--- config.mk ---
export PLATFORM = sky130hd
export DESIGN_NAME = label_value_line_parser
export DESIGN_NICKNAME = d
export VERILOG_FILES = /design/src/design/lvlp_pkg.sv /design/src/design/label_value_line_parser.sv
export SDC_FILE = /design/constraint.sdc
export NUM_CORES = 1
export LEC_CHECK = 0
export BUFFER_PORTS_ARGS = -buffer_cell sky130_fd_sc_hd__buf_2
export CAP_MARGIN = 20
export CORE_ASPECT_RATIO = 0.5
export CORE_UTILIZATION = 55
export CTS_CLUSTER_DIAMETER = 50
export DETAILED_ROUTE_END_ITERATION = 10
export PLACE_DENSITY = 0.73
export SLEW_MARGIN = 10
export SYNTH_ARGS = -nofsm -noshare
export SYNTH_HDL_FRONTEND = slang
export SYNTH_SLANG_ARGS = --single-unit
--- constraint.sdc ---
create_clock -name clk -period 5.99 [get_ports clk]
set_input_delay 0.599 -clock clk [delete_from_list [all_inputs] [get_ports clk]]
set_output_delay 0.599 -clock clk [all_outputs]
set_load 0.01 [all_outputs]
--- src/design/lvlp_pkg.sv ---
// Shared constants and types of the label/value line parser.
`default_nettype none

package lvlp_pkg;

  // Width of the value magnitude accumulator (valid range 16 to 63).
  localparam int unsigned MagW = 31;
  // Working width for the cap against the largest 32-bit mantissa.
  localparam int unsigned CapW = (MagW > 32) ? MagW : 32;
  // Width of magnitude * 10 + digit before saturation.
  localparam int unsigned ProdW = MagW + 4;

  localparam logic [31:0] MANT_CAP = 32'h7FFF_FFFF;
  localparam logic [3:0]  FRAC_MAX = 4'd15;
  localparam logic [2:0]  LEN_LONG = 3'd4;
  localparam logic [2:0]  LEN_FULL = 3'd3;

  // Control characters and value characters.
  localparam logic [7:0] CH_NL    = 8'h0A;
  localparam logic [7:0] CH_TAB   = 8'h09;
  localparam logic [7:0] CH_CR    = 8'h0D;
  localparam logic [7:0] CH_MINUS = 8'h2D;
  localparam logic [7:0] CH_DOT   = 8'h2E;
  localparam logic [7:0] CH_COMMA = 8'h2C;
  localparam logic [7:0] CH_ZERO  = 8'h30;
  localparam logic [7:0] CH_NINE  = 8'h39;
  localparam logic [7:0] CH_UA    = 8'h41;
  localparam logic [7:0] CH_UZ    = 8'h5A;
  localparam logic [7:0] CH_LA    = 8'h61;
  localparam logic [7:0] CH_LZ    = 8'h7A;

  // Label letters.
  localparam logic [7:0] CH_V = 8'h56;
  localparam logic [7:0] CH_P = 8'h50;
  localparam logic [7:0] CH_C = 8'h43;
  localparam logic [7:0] CH_S = 8'h53;
  localparam logic [7:0] CH_E = 8'h45;
  localparam logic [7:0] CH_R = 8'h52;

  // Field codes.
  localparam logic [2:0] FIELD_V   = 3'd0;
  localparam logic [2:0] FIELD_VPV = 3'd1;
  localparam logic [2:0] FIELD_PPV = 3'd2;
  localparam logic [2:0] FIELD_CS  = 3'd3;
  localparam logic [2:0] FIELD_ERR = 3'd4;

  // One result word.
  typedef struct packed {
    logic [2:0]         field_code;
    logic signed [31:0] mantissa;
    logic [3:0]         fraction_digits;
    logic               bad_line;
  } result_t;

endpackage

`default_nettype wire

--- src/design/label_value_line_parser.sv ---
// Top level of the label/value line parser: byte-wide state update and result buffer.
//
// Usage: the input channel (in_valid, in_ready, in_rx_byte) takes one received
// ASCII byte per word. Lines have the form label TAB value NEWLINE. For the
// labels V, VPV, PPV, CS and ERR, the newline that closes the value produces one
// result word on the output channel (out_valid, out_ready and the four out_
// fields): field code, signed mantissa with the point removed, number of
// fraction digits and a bad-line flag. All other bytes produce no result.
// A result is registered in the output register, or in the skid register while one is held.
// Throughput: one byte per cycle while in_ready is high. The parser state is updated
// in a single registered pass per byte, so bytes may follow each other in every cycle.
// Stall: the output register is backed by a one-word skid register, so a byte is
// still taken while a result waits; only when both are full does in_ready fall.
// Reset: synchronous, active low. The label, value state and the valid flags of both
// result registers are cleared, and nothing is presented on the output.
`default_nettype none

module label_value_line_parser (
  input  wire logic               clk,
  input  wire logic               rst_n,
  input  wire logic               in_valid,
  output      logic               in_ready,
  input  wire logic [7:0]         in_rx_byte,
  output      logic               out_valid,
  input  wire logic               out_ready,
  output      logic [2:0]         out_field_code,
  output      logic signed [31:0] out_mantissa,
  output      logic [3:0]         out_fraction_digits,
  output      logic               out_bad_line
);
  import lvlp_pkg::*;

  // Parser state.
  logic [7:0]      label_r [3];
  logic [7:0]      label_nxt [3];
  logic [2:0]      len_r, len_nxt;
  logic            reading_r, reading_nxt;
  logic            neg_r, neg_nxt;
  logic            point_r, point_nxt;
  logic [3:0]      frac_r, frac_nxt;
  logic [MagW-1:0] mag_r, mag_nxt;
  logic            err_r, err_nxt;

  // Result buffer: output register plus skid register.
  result_t         out_r, out_nxt;
  logic            out_valid_r, out_valid_nxt;
  result_t         skid_r, skid_nxt;
  logic            skid_valid_r, skid_valid_nxt;

  logic            accept;
  logic            emit;
  result_t         res;
  logic            code_ok;
  logic [2:0]      code;
  logic [7:0]      c;
  logic            is_digit;
  logic            is_letter;
  logic [3:0]      digit;
  logic [ProdW-1:0] prod;
  logic [CapW-1:0] mag_ext;
  logic [31:0]     mag_capped;

  assign c        = in_rx_byte;
  assign in_ready = !skid_valid_r;
  assign accept   = in_valid && in_ready;

  assign is_digit  = (c >= CH_ZERO) && (c <= CH_NINE);
  assign is_letter = ((c >= CH_UA) && (c <= CH_UZ)) || ((c >= CH_LA) && (c <= CH_LZ));
  assign digit     = 4'(c - CH_ZERO);

  // Label decode: the stored length decides which characters take part.
  always_comb begin
    code_ok = 1'b0;
    code    = FIELD_V;
    if (len_r == 3'd1 && label_r[0] == CH_V) begin
      code_ok = 1'b1;
      code    = FIELD_V;
    end else if (len_r == 3'd2 && label_r[0] == CH_C && label_r[1] == CH_S) begin
      code_ok = 1'b1;
      code    = FIELD_CS;
    end else if (len_r == LEN_FULL) begin
      if (label_r[0] == CH_V && label_r[1] == CH_P && label_r[2] == CH_V) begin
        code_ok = 1'b1;
        code    = FIELD_VPV;
      end else if (label_r[0] == CH_P && label_r[1] == CH_P && label_r[2] == CH_V) begin
        code_ok = 1'b1;
        code    = FIELD_PPV;
      end else if (label_r[0] == CH_E && label_r[1] == CH_R && label_r[2] == CH_R) begin
        code_ok = 1'b1;
        code    = FIELD_ERR;
      end
    end
  end

  // Decimal accumulate: magnitude * 10 + digit from two shifts and an add.
  // Anything beyond the accumulator's range saturates at all ones.
  assign prod = (ProdW'(mag_r) << 3) + (ProdW'(mag_r) << 1) + ProdW'(digit);

  // The emitted magnitude is also capped at the largest positive 32-bit value.
  assign mag_ext    = CapW'(mag_r);
  assign mag_capped = (mag_ext > CapW'(MANT_CAP)) ? MANT_CAP : mag_ext[31:0];

  always_comb begin
    res.field_code      = code;
    res.mantissa        = neg_r ? $signed(32'd0 - mag_capped) : $signed(mag_capped);
    res.fraction_digits = frac_r;
    res.bad_line        = err_r;
  end

  // Per-byte state update. Order of the checks decides the meaning of a byte.
  always_comb begin
    label_nxt   = label_r;
    len_nxt     = len_r;
    reading_nxt = reading_r;
    neg_nxt     = neg_r;
    point_nxt   = point_r;
    frac_nxt    = frac_r;
    mag_nxt     = mag_r;
    err_nxt     = err_r;
    emit        = 1'b0;
    if (accept) begin
      priority if (c == CH_CR) begin
        // Carriage returns are ignored entirely.
      end else if (c == CH_NL && len_r != 3'd0 && reading_r) begin
        // A newline closing a value: report parsed labels and start a fresh line.
        // The magnitude, point and fraction count are left for the next tab to clear.
        emit         = code_ok;
        err_nxt      = 1'b0;
        len_nxt      = 3'd0;
        label_nxt[0] = '0;
        label_nxt[1] = '0;
        label_nxt[2] = '0;
        reading_nxt  = 1'b0;
        neg_nxt      = 1'b0;
      end else if (c == CH_TAB) begin
        mag_nxt     = '0;
        point_nxt   = 1'b0;
        frac_nxt    = '0;
        reading_nxt = 1'b1;
        neg_nxt     = 1'b0;
      end else if (reading_r) begin
        // Value characters count only under a parsed label.
        if (code_ok) begin
          priority if (c == CH_MINUS) begin
            neg_nxt = 1'b1;
          end else if ((c == CH_DOT || c == CH_COMMA) && !point_r) begin
            point_nxt = 1'b1;
          end else if (is_digit) begin
            if (point_r && frac_r != FRAC_MAX) begin
              frac_nxt = frac_r + 4'd1;
            end
            if (prod > ProdW'({MagW{1'b1}})) begin
              mag_nxt = {MagW{1'b1}};
            end else begin
              mag_nxt = prod[MagW-1:0];
            end
          end else begin
            err_nxt = 1'b1;
          end
        end
      end else if (is_letter) begin
        // Letters build the label; a fourth one marks it as too long.
        if (len_r < LEN_FULL) begin
          label_nxt[len_r[1:0]] = c;
          len_nxt               = len_r + 3'd1;
        end else begin
          len_nxt = LEN_LONG;
        end
      end
    end
  end

  // Result buffer: a new result goes to the output register when that is free
  // or draining, otherwise into the skid register. The skid register empties
  // into the output register first, and blocks input while it is full.
  always_comb begin
    out_nxt        = out_r;
    out_valid_nxt  = out_valid_r;
    skid_nxt       = skid_r;
    skid_valid_nxt = skid_valid_r;
    if (!out_valid_r || out_ready) begin
      if (skid_valid_r) begin
        out_nxt        = skid_r;
        out_valid_nxt  = 1'b1;
        skid_valid_nxt = 1'b0;
      end else begin
        out_nxt       = res;
        out_valid_nxt = emit;
      end
    end else if (emit) begin
      skid_nxt       = res;
      skid_valid_nxt = 1'b1;
    end
  end

  always_ff @(posedge clk) begin
    if (!rst_n) begin
      label_r[0]   <= '0;
      label_r[1]   <= '0;
      label_r[2]   <= '0;
      len_r        <= '0;
      reading_r    <= 1'b0;
      neg_r        <= 1'b0;
      point_r      <= 1'b0;
      frac_r       <= '0;
      mag_r        <= '0;
      err_r        <= 1'b0;
      out_valid_r  <= 1'b0;
      skid_valid_r <= 1'b0;
    end else begin
      label_r      <= label_nxt;
      len_r        <= len_nxt;
      reading_r    <= reading_nxt;
      neg_r        <= neg_nxt;
      point_r      <= point_nxt;
      frac_r       <= frac_nxt;
      mag_r        <= mag_nxt;
      err_r        <= err_nxt;
      out_valid_r  <= out_valid_nxt;
      skid_valid_r <= skid_valid_nxt;
    end
  end

  always_ff @(posedge clk) begin
    out_r  <= out_nxt;
    skid_r <= skid_nxt;
  end

  assign out_valid           = out_valid_r;
  assign out_field_code      = out_r.field_code;
  assign out_mantissa        = out_r.mantissa;
  assign out_fraction_digits = out_r.fraction_digits;
  assign out_bad_line        = out_r.bad_line;

`ifndef SYNTH
  // The skid register only fills behind a held output word.
  a_skid_behind_out : assert property (@(posedge clk) disable iff (!rst_n)
    skid_valid_r |-> out_valid_r)
    else $error("skid register full while output register empty");

  // Fraction digits are only counted once a point has been seen.
  a_frac_needs_point : assert property (@(posedge clk) disable iff (!rst_n)
    (frac_r != 4'd0) |-> point_r)
    else $error("fraction count without a decimal point");

  // A shown result always carries a known field code.
  a_code_range : assert property (@(posedge clk) disable iff (!rst_n)
    out_valid |-> (out_field_code <= FIELD_ERR))
    else $error("field code out of range");

  // A result follows only from a newline taken in the previous cycle or a waiting word.
  a_result_source : assert property (@(posedge clk) disable iff (!rst_n)
    (!out_valid_r && !skid_valid_r && !(accept && c == CH_NL)) |=> !out_valid_r)
    else $error("result appeared without a closing newline");
`endif

endmodule

`default_nettype wire
**After elaboration in Yosys (flattened, before gate mapping)**

Cells that the tools add are included.

- Bits in registers: 148
- Input port bits: 12
- Output and inout bits: 42
- Word-level logic and storage cells: 181

- $add $sub $neg: 6
- $lt $le $gt $ge: 11
- Eq/ne operators: 26
- Multiplexer cells: 65
- Bitwise logic cells: 5
- Reduce and logical (&&, ||, !) cells: 48

Operators by type and width:

| kind | count |
|---|---|
| 2-to-1 mux 31 bit | 8 |
| 2-to-1 mux 24 bit | 5 |
| == test 8 x 7 -> 1 bit, second input constant | 9 |
| 2-to-1 mux 40 bit | 1 |
| adder 34 x 32 -> 35 bit | 1 |
| adder 35 x 4 -> 35 bit | 1 |
| greater-than comparator 35 x 31 -> 1 bit, second input constant | 1 |
| 2-to-1 mux 3 bit | 11 |
| 2-to-1 mux 32 bit | 1 |
| subtractor 1 x 31 -> 32 bit, first input constant | 1 |
| greater-than comparator 31 bit, second input constant | 1 |
| 2-to-1 mux 1 bit | 29 |
| 2-to-1 mux 4 bit | 7 |
| bitwise mux 24 bit | 1 |
| == test 8 x 4 -> 1 bit, second input constant | 3 |
| == test 8 x 6 -> 1 bit, second input constant | 3 |
| nonzero test 2 bit | 10 |
| logical AND 1 bit | 18 |
| demux 8 bit (select 2 bit) | 1 |
| >= comparator 8 x 7 -> 1 bit, second input constant | 2 |
| less-or-equal comparator 8 x 7 -> 1 bit, second input constant | 2 |
| AND reduction 8 bit | 2 |
| nonzero test 3 bit | 4 |
| != test 2 bit, second input constant | 5 |
| 24 further kinds | 34 |

**Longest topological paths before layout**

Gate-level depths: netlist of the first run.

- Depth in word-level cells: 13
- Depth in mapped cells: 13
- Depth with buffers taken out: 12

**Worst setup path after synthesis of the first run**

No wires, ideal clock.

- Path kind: in2reg
- Start: in in_rx_byte[7]
- End: reg skid_r[0] in the netlist's numbering (enable)
- Library setup time: 0.487 ns
- Data arrival time: 4.710 ns
- Data required time: 5.503 ns
- Setup slack: 0.793 ns
- Stages on the path: 6
- Buffers on the path: 2
- Cells stage by stage: nor4b_1 > and4_1 > clkbuf_1 > nand2_1 > clkbuf_1 > nor3_1

- Cells in the longest elaborated chain, start to end: 7
- Elaborated cells between the ends (all ways): 8
- Classes of those cells: 2 x eq/ne; 3 x mux; 3 x reduce/logical

RTL lines:

| what | RTL line | text |
|---|---|---|
| start, declared | label_value_line_parser.sv:23 | `input wire logic [7:0] in_rx_byte,` |
| == test 8 x 4 -> 1 bit | label_value_line_parser.sv:124 | `end else if (c == CH_NL && len_r != 3'd0 && reading_r) begin` |
| logical AND 1 bit (2 in series) | label_value_line_parser.sv:124 |  |
| 2-to-1 mux 1 bit | label_value_line_parser.sv:124 |  |
| 2-to-1 mux 1 bit * | label_value_line_parser.sv:122 | `priority if (c == CH_CR) begin` |
| 2-to-1 mux 1 bit * | label_value_line_parser.sv:121 | `if (accept) begin` |
| AND reduction 2 bit (no line) * | -- |  |
| end signal, assigned | label_value_line_parser.sv:226 | `skid_r <= skid_nxt;` |
| end, declared | label_value_line_parser.sv:47 | `result_t skid_r, skid_nxt;` |

Every way passes the cells marked *; elsewhere a longest branch is shown, timed or not.
A chain may end at the register's enable or synchronous reset.

**Final worst setup path of the first run**

- Start: reg mag_r[0]
- End: reg mag_r[3]

- Cells in the longest elaborated chain, start to end: 10

RTL lines:

| what | RTL line | text |
|---|---|---|
| start, declared | label_value_line_parser.sv:41 | `logic [MagW-1:0] mag_r, mag_nxt;` |
| start signal, assigned | label_value_line_parser.sv:217 | `mag_r <= mag_nxt;` |
| adder 34 x 32 -> 35 bit * | label_value_line_parser.sv:97 | `assign prod = (ProdW'(mag_r) << 3) + (ProdW'(mag_r) << 1) + ProdW'(digit);` |
| adder 35 x 4 -> 35 bit * | label_value_line_parser.sv:97 |  |
| greater-than comparator 35 x 31 -> 1 bit | label_value_line_parser.sv:152 | `if (prod > ProdW'({MagW{1'b1}})) begin` |
| 2-to-1 mux 31 bit * | label_value_line_parser.sv:152 |  |
| 2-to-1 mux 31 bit * | label_value_line_parser.sv:148 | `end else if (is_digit) begin` |
| 2-to-1 mux 31 bit * | label_value_line_parser.sv:146 | `end else if ((c == CH_DOT \|\| c == CH_COMMA) && !point_r) begin` |
| 2-to-1 mux 31 bit * | label_value_line_parser.sv:144 | `priority if (c == CH_MINUS) begin` |
| 2-to-1 mux 31 bit * | label_value_line_parser.sv:143 | `if (code_ok) begin` |
| 2-to-1 mux 31 bit * | label_value_line_parser.sv:141 | `end else if (reading_r) begin` |
| 2-to-1 mux 31 bit * | label_value_line_parser.sv:135 | `end else if (c == CH_TAB) begin` |

Every way passes the cells marked *; elsewhere a longest branch is shown, timed or not. The select of a mux whose other input is x is not followed.

==> results of run 1 <==
-- layer usage --
layer / vias to the layer above / track usage / wire length (microns)
met2: 225 / 0.422 / 9340
met3: 32 / 0.0596 / 1470
met1: 3460 / 0.359 / 9860
li1: 3489 / - / -
met4: 0 / 0.0861 / 354
met5: - / 0 / 0
-- power groups by stage --
stage / Sequential (mW) / Clock [mW] / Combinational, mW
global placement: 1.08 / 0 / 0.0364
detailed placement: 1.08 / 0 / 0.0373
global route: 1.06 / 1.06 / 0.0421
finish: 1.06 / 1.01 / 0.0384
CTS: 1.06 / 1.02 / 0.0374
floorplan: 1.08 / 0 / 0.0223
-- tightest hold or removal path, stage by stage (launching register included) --
cell and delay [ns]:
dfxtp_1 0.30, nand3_1 0.06, a21oi_1 0.06
-- worst min path at each step --
stage | end | slack [ns] | from
final | label_r[4] | 0.47 | label_r[4]
after detailed placement | label_r[4] | 0.46 | label_r[4]
after global placement | label_r[12] | 0.45 | label_r[12]
after floorplan | skid_r[0] | 0.43 | err_r
after CTS | label_r[22] | 0.47 | label_r[22]
after global routing | label_r[5] | 0.49 | label_r[5]
-- area by class of cell --
class | count | area share
Sequential cell | 148 | 0.378
Inverter | 29 | 0.0109
Tap cell | 204 | 0.0256
Clock buffer | 20 | 0.0449
Timing Repair Buffer | 62 | 0.0354
Clock inverter | 12 | 0.0108
Multi-Input combinational cell | 684 | 0.494
-- through the flow --
step	hold slack (ns)	total power, mW	std cells	setup slack [ns]	utilization
after global routing	0.487	2.16	1159	1.42	0.637
after detailed placement	0.461	1.12	1126	1.48	0.600
after floorplan	0.427	1.11	899	0.793	-
after global placement	0.451	1.12	1126	1.59	0.600
final	0.465	2.11	1159	1.78	0.637
after CTS	0.469	2.12	1158	1.81	0.636
-- flip-flops by register name (all words and copies together), names as in the netlist --
name,cells
err_r,1
frac_r,4
label_r,24
len_r,3
mag_r,31
neg_r,1
out_bad_line,1
out_field_code,3
out_fraction_digits,4
out_mantissa,32
out_valid,1
point_r,1
reading_r,1
skid_r,40
skid_valid_r,1
-- cell families (layout without fill, tap and decap cells) --
kind of cell             after synthesis  count (layout)  share of synthesized area
flip-flops                           148             148                      0.422
XOR/XNOR                              55              55                     0.0540
multiplexers                          42              42                     0.0526
AO/OA/AOI/OAI                        236             236                      0.177
adder cells (fa/ha/maj)               70              70                     0.0999
buffers and inverters                 67             123                     0.0283
AND/OR/NAND/NOR                      281             281                      0.166
-- cells in the final DEF, fill, tap and decap left out, types with 17 or more instances in the layout --
cell type and count:
xnor2_1 45, nand2_1 63, nand3_1 48, nor2_1 45
buf_2 53, clkbuf_16 17, edfxtp_1 80, ha_1 68
o21ai_0 43, dfxtp_1 68, a21oi_1 67, mux2_2 39
nor3_1 18, nand2b_1 17, inv_1 28
==> results.toml, run 1 <==
[status]
status = "finished, final reports clean"

[route]
wirelength_microns = 21000
drc = 0
vias = 7206
wire_per_inst_microns = 18.1
drtPass1Iterations = 5
vias_per_cell = 6.22
drtIter0Drc = 501
ant_nets = 0

[timing]
setup_viol = 0
max_freq_mhz = 237
finalSetupTns_ns = 0
finalCritPeriodShare = 0.703
rsz0062_at_grt = "no"
min_period_ns = 4.21
tightest_slew_ns = 1.02
finalHoldViolCount = 0
fin_skew_ns = 0.00887
finalMaxSlewViolations = 0
max_slew_margin = 0.315

[die]
start_util = 0.571
rows = 32
design.die.area_sq_um = 16800
ioPinCount = 54
die_h_microns = 92.1
dieWidth_microns = 182
core_area_sq_um = 15600

[job]
max-cap-violations = 0

[global_routing]
antenna_found_initial = 0
grt_pass1_wl_microns = 34900
grt.total_usage = 0.266
grt_pass1_vias = 7000
grt_overflow = 0
grt_max_degree = 44

[placed_design]
dp_hpwl_microns = 15100
place_area_sq_um = 9370
port_buffers = 53
place.gp.congestion = 0.893

[pwr]
switchingPower_uw = 455
ir_drop_uv = 161
p_seq_frac = 0.505
power.density_nw_per_um2 = 212
sw_frac_of_total = 0.216
intPower_mw = 1.65
leakage_nw = 4.16
combPwrFrac = 0.018
clkPwrFrac = 0.477

[cts]
clock_latency_ns = 0.43
cts-htree-levels = 4
cts_tree = "built"
cts_buffer_depth = 2
numCtsBuffers = 17
cts_hold_buf = 0
postCtsSetupBuffers = 0
clkTransAtPathRegs_ns = 0.06
numClockSinks = 148
cts_resized = 0
clk_root_buffer_cell = "clkbuf_16"

[final_layout]
multi_input_area_sq_um = 4920
drive_gt1_frac = 0.152
syn_to_final_growth_pct = 11.6
final_nets = 1024
ff_latch_area_sq_um = 3760
finalInstanceArea_sq_um = 9950
fillers = 1302
insertedDiodeCount = 0

[synthesis]
async_flop_share = 0
yosys_warnings = 0
synth_cell_types = 71
yosys.area.top_type = "edfxtp_1"
ys.flop_type = "edfxtp_1"
yosysMostFrequentCell = "edfxtp_1"
synth.avg_cell_area_sq_um = 9.92
synth_top_cell_area_share = 0.269
yosys_register_bits = 148
syn_inst = 899
synth.area.top_cells = "edfxtp_1, dfxtp_1, ha_1"
synthesis.area_sq_um = 8920
synth_edf_count = 80
syn-num-nets = 981
netlist_top_cells_count = "edfxtp_1, dfxtp_1, ha_1"
yosysSeqAreaShare = 0.422

[worst_setup_path]
r2r-end = "mag_r[3]"
end_kind = "flop"
max_stage_delay_ns = 0.57
reg2regPathDepth = 13
critical-path-slowest-cell = "fa_1"
required_ns = 6.29
path_cells = "inv_1 -> fa_1 -> inv_1 -> ha_1 -> a211oi_1 -> o21bai_1 -> a21o_1 -> a31oi_1 -> o221ai_1 -> a211o_1 -> a2111oi_2 -> buf_4 -> a221oi_1"
path_class = "flop to flop"
critPathBufInv = 3
path_delay_family = "compound AO/OA/AOI/OAI gates"
worstPathMaxFanout = 17
critPathLaunch = "mag_r[0]"
crit_end = "mag_r[3]"
crit_cells = 13
rrSetupSlack_ns = 1.78
r2r-start = "mag_r[0]"
critPathLaunchType = "flop"
arrival_ns = 4.51
path_common_cell = "inv_1"

[min_path]
hp-class = "flop to flop"
holdPathStages = 2
Power figures use the tool's default switching activity.
==> run 2, diff against run 1 <==
--- a/config.mk
+++ b/config.mk
@@ -11,7 +11,7 @@
 export CORE_UTILIZATION = 55
 export CTS_CLUSTER_DIAMETER = 50
 export DETAILED_ROUTE_END_ITERATION = 10
-export PLACE_DENSITY = 0.73
+export PLACE_DENSITY = 0.76
 export SLEW_MARGIN = 10
 export SYNTH_ARGS = -nofsm -noshare
 export SYNTH_HDL_FRONTEND = slang
==> constraint.sdc (replaced) <==
create_clock -name clk -period 3.7 [get_ports clk]
set_input_delay 0.37 -clock clk [delete_from_list [all_inputs] [get_ports clk]]
set_output_delay 0.37 -clock clk [all_outputs]
set_load 0.01 [all_outputs]
==> run 2 against run 1 <==
Hold slack worse by 0.21 ns; count of clock-buffer cells in the layout up 1; critical path depth up 1; maximum frequency up 18%; via count up 2.7%; combinational power up 76%; register-to-register slack worse by 1.7 ns; routed wire length up 5.7%; largest power group unchanged; sequential share of layout area down 1.8 points; final area up 5.1%.
==> results.toml, run 2 (synthesis gave the netlist of run 1 again) <==
[final_layout]
final_common_cell = "edfxtp_1"
top_register = "skid_r"
syn_to_final_growth_pct = 17.3
finalInstanceArea_sq_um = 10500
largest_reg_flops = 40
layout_common_cells = "edfxtp_1, ha_1, a21oi_1"
drive_gt1_frac = 0.214
final_nets = 1074
fillers = 1213
insertedDiodeCount = 0
fin_util = 0.670

[worst_setup_path]
end_kind = "flop"
r2r-start = "mag_r[0]"
rrSetupSlack_ns = 0.12
reg2regPathDepth = 14
required_ns = 3.98
critPathLaunchType = "flop"
r2r-end = "mag_r[4]"
worstPathMaxFanout = 9
arrival_ns = 3.86
path_class = "flop to flop"

[placed_design]
place.gp.congestion = 0.960
dp_hpwl_microns = 15900
port_buffers = 53
pre_cts_ws_ns = -0.0844
place_area_sq_um = 9760

[route]
drtIter0Drc = 523
vias = 7398
vias_per_cell = 6.12
wirelength_microns = 22200
wire_per_inst_microns = 18.4
drc = 0
ant_nets = 0
drtPass1Iterations = 4

[min_path]
holdPathStages = 3
holdPathEnd = "label_r[12]"
hp-start = "in_rx_byte[4]"
hp-class = "input pin to flop"

[status]
status = "finished, final reports clean"

[timing]
finalSetupTns_ns = 0
rsz0062_at_grt = "yes"
max_freq_mhz = 279
setup_viol = 0
finalHoldViolCount = 0
fin_skew_ns = 0.0121
finalMaxSlewViolations = 0
finalCritPeriodShare = 0.968
max_slew_margin = 0.555
tightest_slew_ns = 0.658
layout_setup_ws_ns = 0.119
min_period_ns = 3.58

[pwr]
leakage_nw = 4.44
power.density_nw_per_um2 = 326
ir_drop_uv = 340
fin_total_pwr_mw = 3.41

[cts]
numCtsBuffers = 17
cts_tree = "built"
clkTransAtPathRegs_ns = 0.07
cts-htree-levels = 4
cts_buffer_depth = 2
numClockSinks = 148
clock_latency_ns = 0.43
clk_root_buffer_cell = "clkbuf_16"

[die]
core_area_sq_um = 15600
die_h_microns = 92.1
dieWidth_microns = 182
ioPinCount = 54
rows = 32
start_util = 0.571
design.die.area_sq_um = 16800

[global_routing]
antenna_found_initial = 0
grt_pass1_wl_microns = 36300
grt_overflow = 0
grt_max_degree = 44
grt_pass1_vias = 7183
grt.total_usage = 0.276

[job]
max-cap-violations = 0
run 2: cell count changes in the layout (fill, tap and decap cells not counted), moves of 3 or more:
cell,change
dfxtp_1,-3
a221oi_2,+6
buf_4,+47
dfxtp_2,+3
a221oi_1,-6
run 2: cell type report:
cell class,instances,area (sq um),share of cell area
clock buffer,21,440,0.0421
clock inverter,11,106,0.0102
inverter,29,109,0.0104
multi-input combinational,684,5030,0.480
sequential,148,3770,0.360
tap,204,255,0.0244
timing repair buffer,112,758,0.0725
run 2: how the worst max path moves through the flow:
| stage | depth (start not counted) | from | end |
|---|---|---|---|
| floorplan | 13 | mag_r[0] | mag_r[18] |
| global placement | 15 | in_rx_byte[3] | mag_r[3] |
| detailed placement | 15 | in_rx_byte[3] | mag_r[3] |
| CTS | 14 | mag_r[0] | mag_r[3] |
| global route | 15 | mag_r[0] | mag_r[4] |
| finish | 14 | mag_r[0] | mag_r[4] |
run 2: per-stage QoR:
step | instances | hold slack [ns]
6_report | 1209 | 0.258
5_1_grt | 1209 | 0.267
4_1_cts | 1202 | 0.245
3_5_place_dp | 1170 | 0.461
3_3_place_gp | 1170 | 0.450
2_1_floorplan | 899 | 0.427
run 2: power breakdown:
part           leakage (nW)  switching [mW]  internal (mW)
Combinational          2.84          0.0458         0.0218
Sequential             1.36         0.00362           1.72
Clock                 0.246           0.699          0.926
run 2: what timing repair did:
item,CTS,global route
hold buffers,0,0
gates cloned,0,1
gates resized for setup,1,21
endpoints found under the hold margin,0,0
endpoints found under the setup margin,7,26
pin swaps,0,7
buffers inserted,0,5
run 2: per-layer routing:
metal,GRT usage,vias to the layer above,wire [microns]
met5,0,-,0
met4,0.0861,0,340
met3,0.0739,34,1460
met2,0.433,238,9960
met1,0.372,3540,10500
li1,-,3586,-
run 2: critical path: stages (launching register included):
cell       delay [ns]
dfxtp_2          0.34
inv_2            0.06
fa_1             0.55
inv_1            0.05
ha_1             0.30
a211oi_1         0.21
o21bai_1         0.15
a21o_1           0.22
a31oi_2          0.19
o221ai_1         0.17
a211o_2          0.43
a2111oi_4        0.35
buf_4            0.20
buf_12           0.14
a221oi_1         0.08
==> run 3, diff against run 2 <==
==> config.mk (replaced) <==
export PLATFORM = sky130hd
export DESIGN_NAME = label_value_line_parser
export DESIGN_NICKNAME = d
export VERILOG_FILES = /design/src/design/lvlp_pkg.sv /design/src/design/label_value_line_parser.sv
export SDC_FILE = /design/constraint.sdc
export NUM_CORES = 1
export LEC_CHECK = 0
export CAP_MARGIN = 20
export CELL_PAD_IN_SITES_DETAIL_PLACEMENT = 1
export CELL_PAD_IN_SITES_GLOBAL_PLACEMENT = 1
export CORE_ASPECT_RATIO = 0.5
export CORE_UTILIZATION = 46
export CTS_CLUSTER_DIAMETER = 50
export DETAILED_ROUTE_END_ITERATION = 10
export DONT_BUFFER_PORTS = 1
export PLACE_DENSITY_LB_ADDON = 0.1
export SYNTH_ARGS = -nofsm -noshare
export SYNTH_HDL_FRONTEND = slang
export SYNTH_SLANG_ARGS = --single-unit
==> run 3 against run 2 <==
Flip-flop and latch count unchanged; worst setup slack better by 0.040 ns; final area about the same; cell count up 0.99%; clock power up 10%; maximum frequency up 1.1%; via count up 0.49%; count of clock-buffer cells in the layout down 3; hold slack worse by 0.19 ns.
==> results.toml, run 3 (synthesis gave the netlist of run 1 again) <==
[die]
start_util = 0.477
design.die.area_sq_um = 20000
die_h_microns = 100
dieWidth_microns = 199
rows = 35
core_area_sq_um = 18700
ioPinCount = 54

[global_routing]
grt_pass1_vias = 7417
grt.total_usage = 0.276
grt_max_degree = 43
antenna_found_initial = 0
grt_pass1_wl_microns = 41800
grt_overflow = 0

[worst_setup_path]
arrival_ns = 3.86
path_class = "flop to flop"
required_ns = 4.02
r2r-end = "mag_r[10]"
critical-path-slowest-cell = "dfxtp_1"
end_kind = "flop"
crit_end = "mag_r[10]"
path_common_cell = "ha_1"
r2r-start = "mag_r[26]"
worstPathMaxFanout = 17
critPathLaunchType = "flop"
path_cells = "ha_1 -> ha_1 -> nand2_1 -> o311ai_0 -> a21oi_1 -> mux2_2 -> a221o_1 -> a31oi_1 -> buf_4 -> a2111oi_4 -> buf_12 -> a221oi_2"
reg2regPathDepth = 12
max_stage_delay_ns = 0.52
rrSetupSlack_ns = 0.16
critPathLaunch = "mag_r[26]"

[placed_design]
pre_cts_ws_ns = -0.0429
port_buffers = 0
place.gp.congestion = 0.903
dp_hpwl_microns = 19500

[timing]
layout_setup_ws_ns = 0.159
max_slew_margin = 0.232
tightest_slew_ns = 1.15
fin_skew_ns = 0.00826
min_period_ns = 3.54
finalMaxSlewViolations = 0
max_freq_mhz = 282
finalHoldViolCount = 0
setup_viol = 0
finalCritPeriodShare = 0.957

[route]
drtIter0Drc = 618
vias_per_cell = 6.09
wire_per_inst_microns = 22.4
wirelength_microns = 27400
drtPass1Iterations = 5
ant_nets = 0
drc = 0
vias = 7434

[final_layout]
fillers = 2072
final_nets = 1031
final_common_cell = "edfxtp_1"
layout_common_cells = "edfxtp_1, dfxtp_1, buf_4"
syn_to_final_growth_pct = 17.2
top_register = "skid_r"
largest_reg_flops = 40
drive_gt1_frac = 0.190
insertedDiodeCount = 0

[job]
max-cap-violations = 0

[pwr]
power.density_nw_per_um2 = 341
fin_total_pwr_mw = 3.57
ir_drop_uv = 396
leakage_nw = 4.31

[cts]
clkTransAtPathRegs_ns = 0.07
cts_tree = "built"
numCtsBuffers = 17
cts_hold_buf = 0
cts_buffer_depth = 2
clock_latency_ns = 0.42
numClockSinks = 148
cts-htree-levels = 4
clk_root_buffer_cell = "clkbuf_16"

[min_path]
hp-class = "input pin to flop"

[status]
status = "finished, final reports clean"
## run 3: worst min-delay path by stage
stage / cells past startpoint / slack [ns] / startpoint / end
after detailed placement: 2 / 0.46 / label_r[4] / label_r[4]
after CTS: 1 / 0.06 / rst_n / frac_r[0]
after global placement: 2 / 0.45 / label_r[4] / label_r[4]
after global routing: 1 / 0.06 / rst_n / frac_r[0]
final: 1 / 0.07 / rst_n / frac_r[0]
after floorplan: 0 / 0.43 / err_r / skid_r[0]
## run 3: through the flow
stage          TNS, ns  area (sq um)  std cells  hold WS, ns  utilization
2_1_floorplan        0          8950        899        0.427            -
3_3_place_gp         0          9630       1183        0.451        0.515
3_5_place_dp    -0.143          9630       1183        0.461        0.515
4_1_cts              0         10300       1216       0.0641        0.549
5_1_grt         -0.123         10500       1221       0.0629        0.559
6_report             0         10500       1221       0.0706        0.559
## run 3: critical path: cells and delay by family, from the launching register on
| family | cells | cell delay [ns] |
|---|---|---|
| AOI/OAI and AO/OA | 6 | 1.37 |
| DFF | 1 | 0.52 |
| muxes | 1 | 0.30 |
| adders and majority gates | 2 | 0.73 |
| buffers and inverters | 2 | 0.35 |
| and+or+nand+nor | 1 | 0.15 |
## run 3: final cells by class
cell class | count | area, sq um | share of cell area
sequential | 148 | 3760 | 0.360
clock inverter | 14 | 165 | 0.0158
inverter | 29 | 109 | 0.0104
clock buffer | 18 | 439 | 0.0420
multi-input combinational | 684 | 5130 | 0.490
timing repair buffer | 69 | 531 | 0.0507
tap | 259 | 324 | 0.0310
## run 3: repair_timing
| action | 4_1_cts | 5_1_grt |
|---|---|---|
| pin swaps | 1 | 9 |
| endpoints found under the setup margin | 5 | 35 |
| resized for setup | 3 | 27 |
| endpoints found under the hold margin | 0 | 0 |
| setup buffers | 1 | 5 |
## run 3: where the power goes
part | switching (mW) | internal (mW) | leakage [nW]
sequential | 0.00401 | 1.72 | 1.36
combinational | 0.0338 | 0.0165 | 2.65
clock | 0.761 | 1.03 | 0.296
total | 0.799 | 2.77 | 4.31
## run 3: routing by layer
layer,routed length (microns),up-vias,track usage
li1,-,3500,-
met1,13100,3723,0.378
met2,12500,175,0.453
met3,1400,36,0.0445
met4,405,0,0.0740
met5,0,-,0
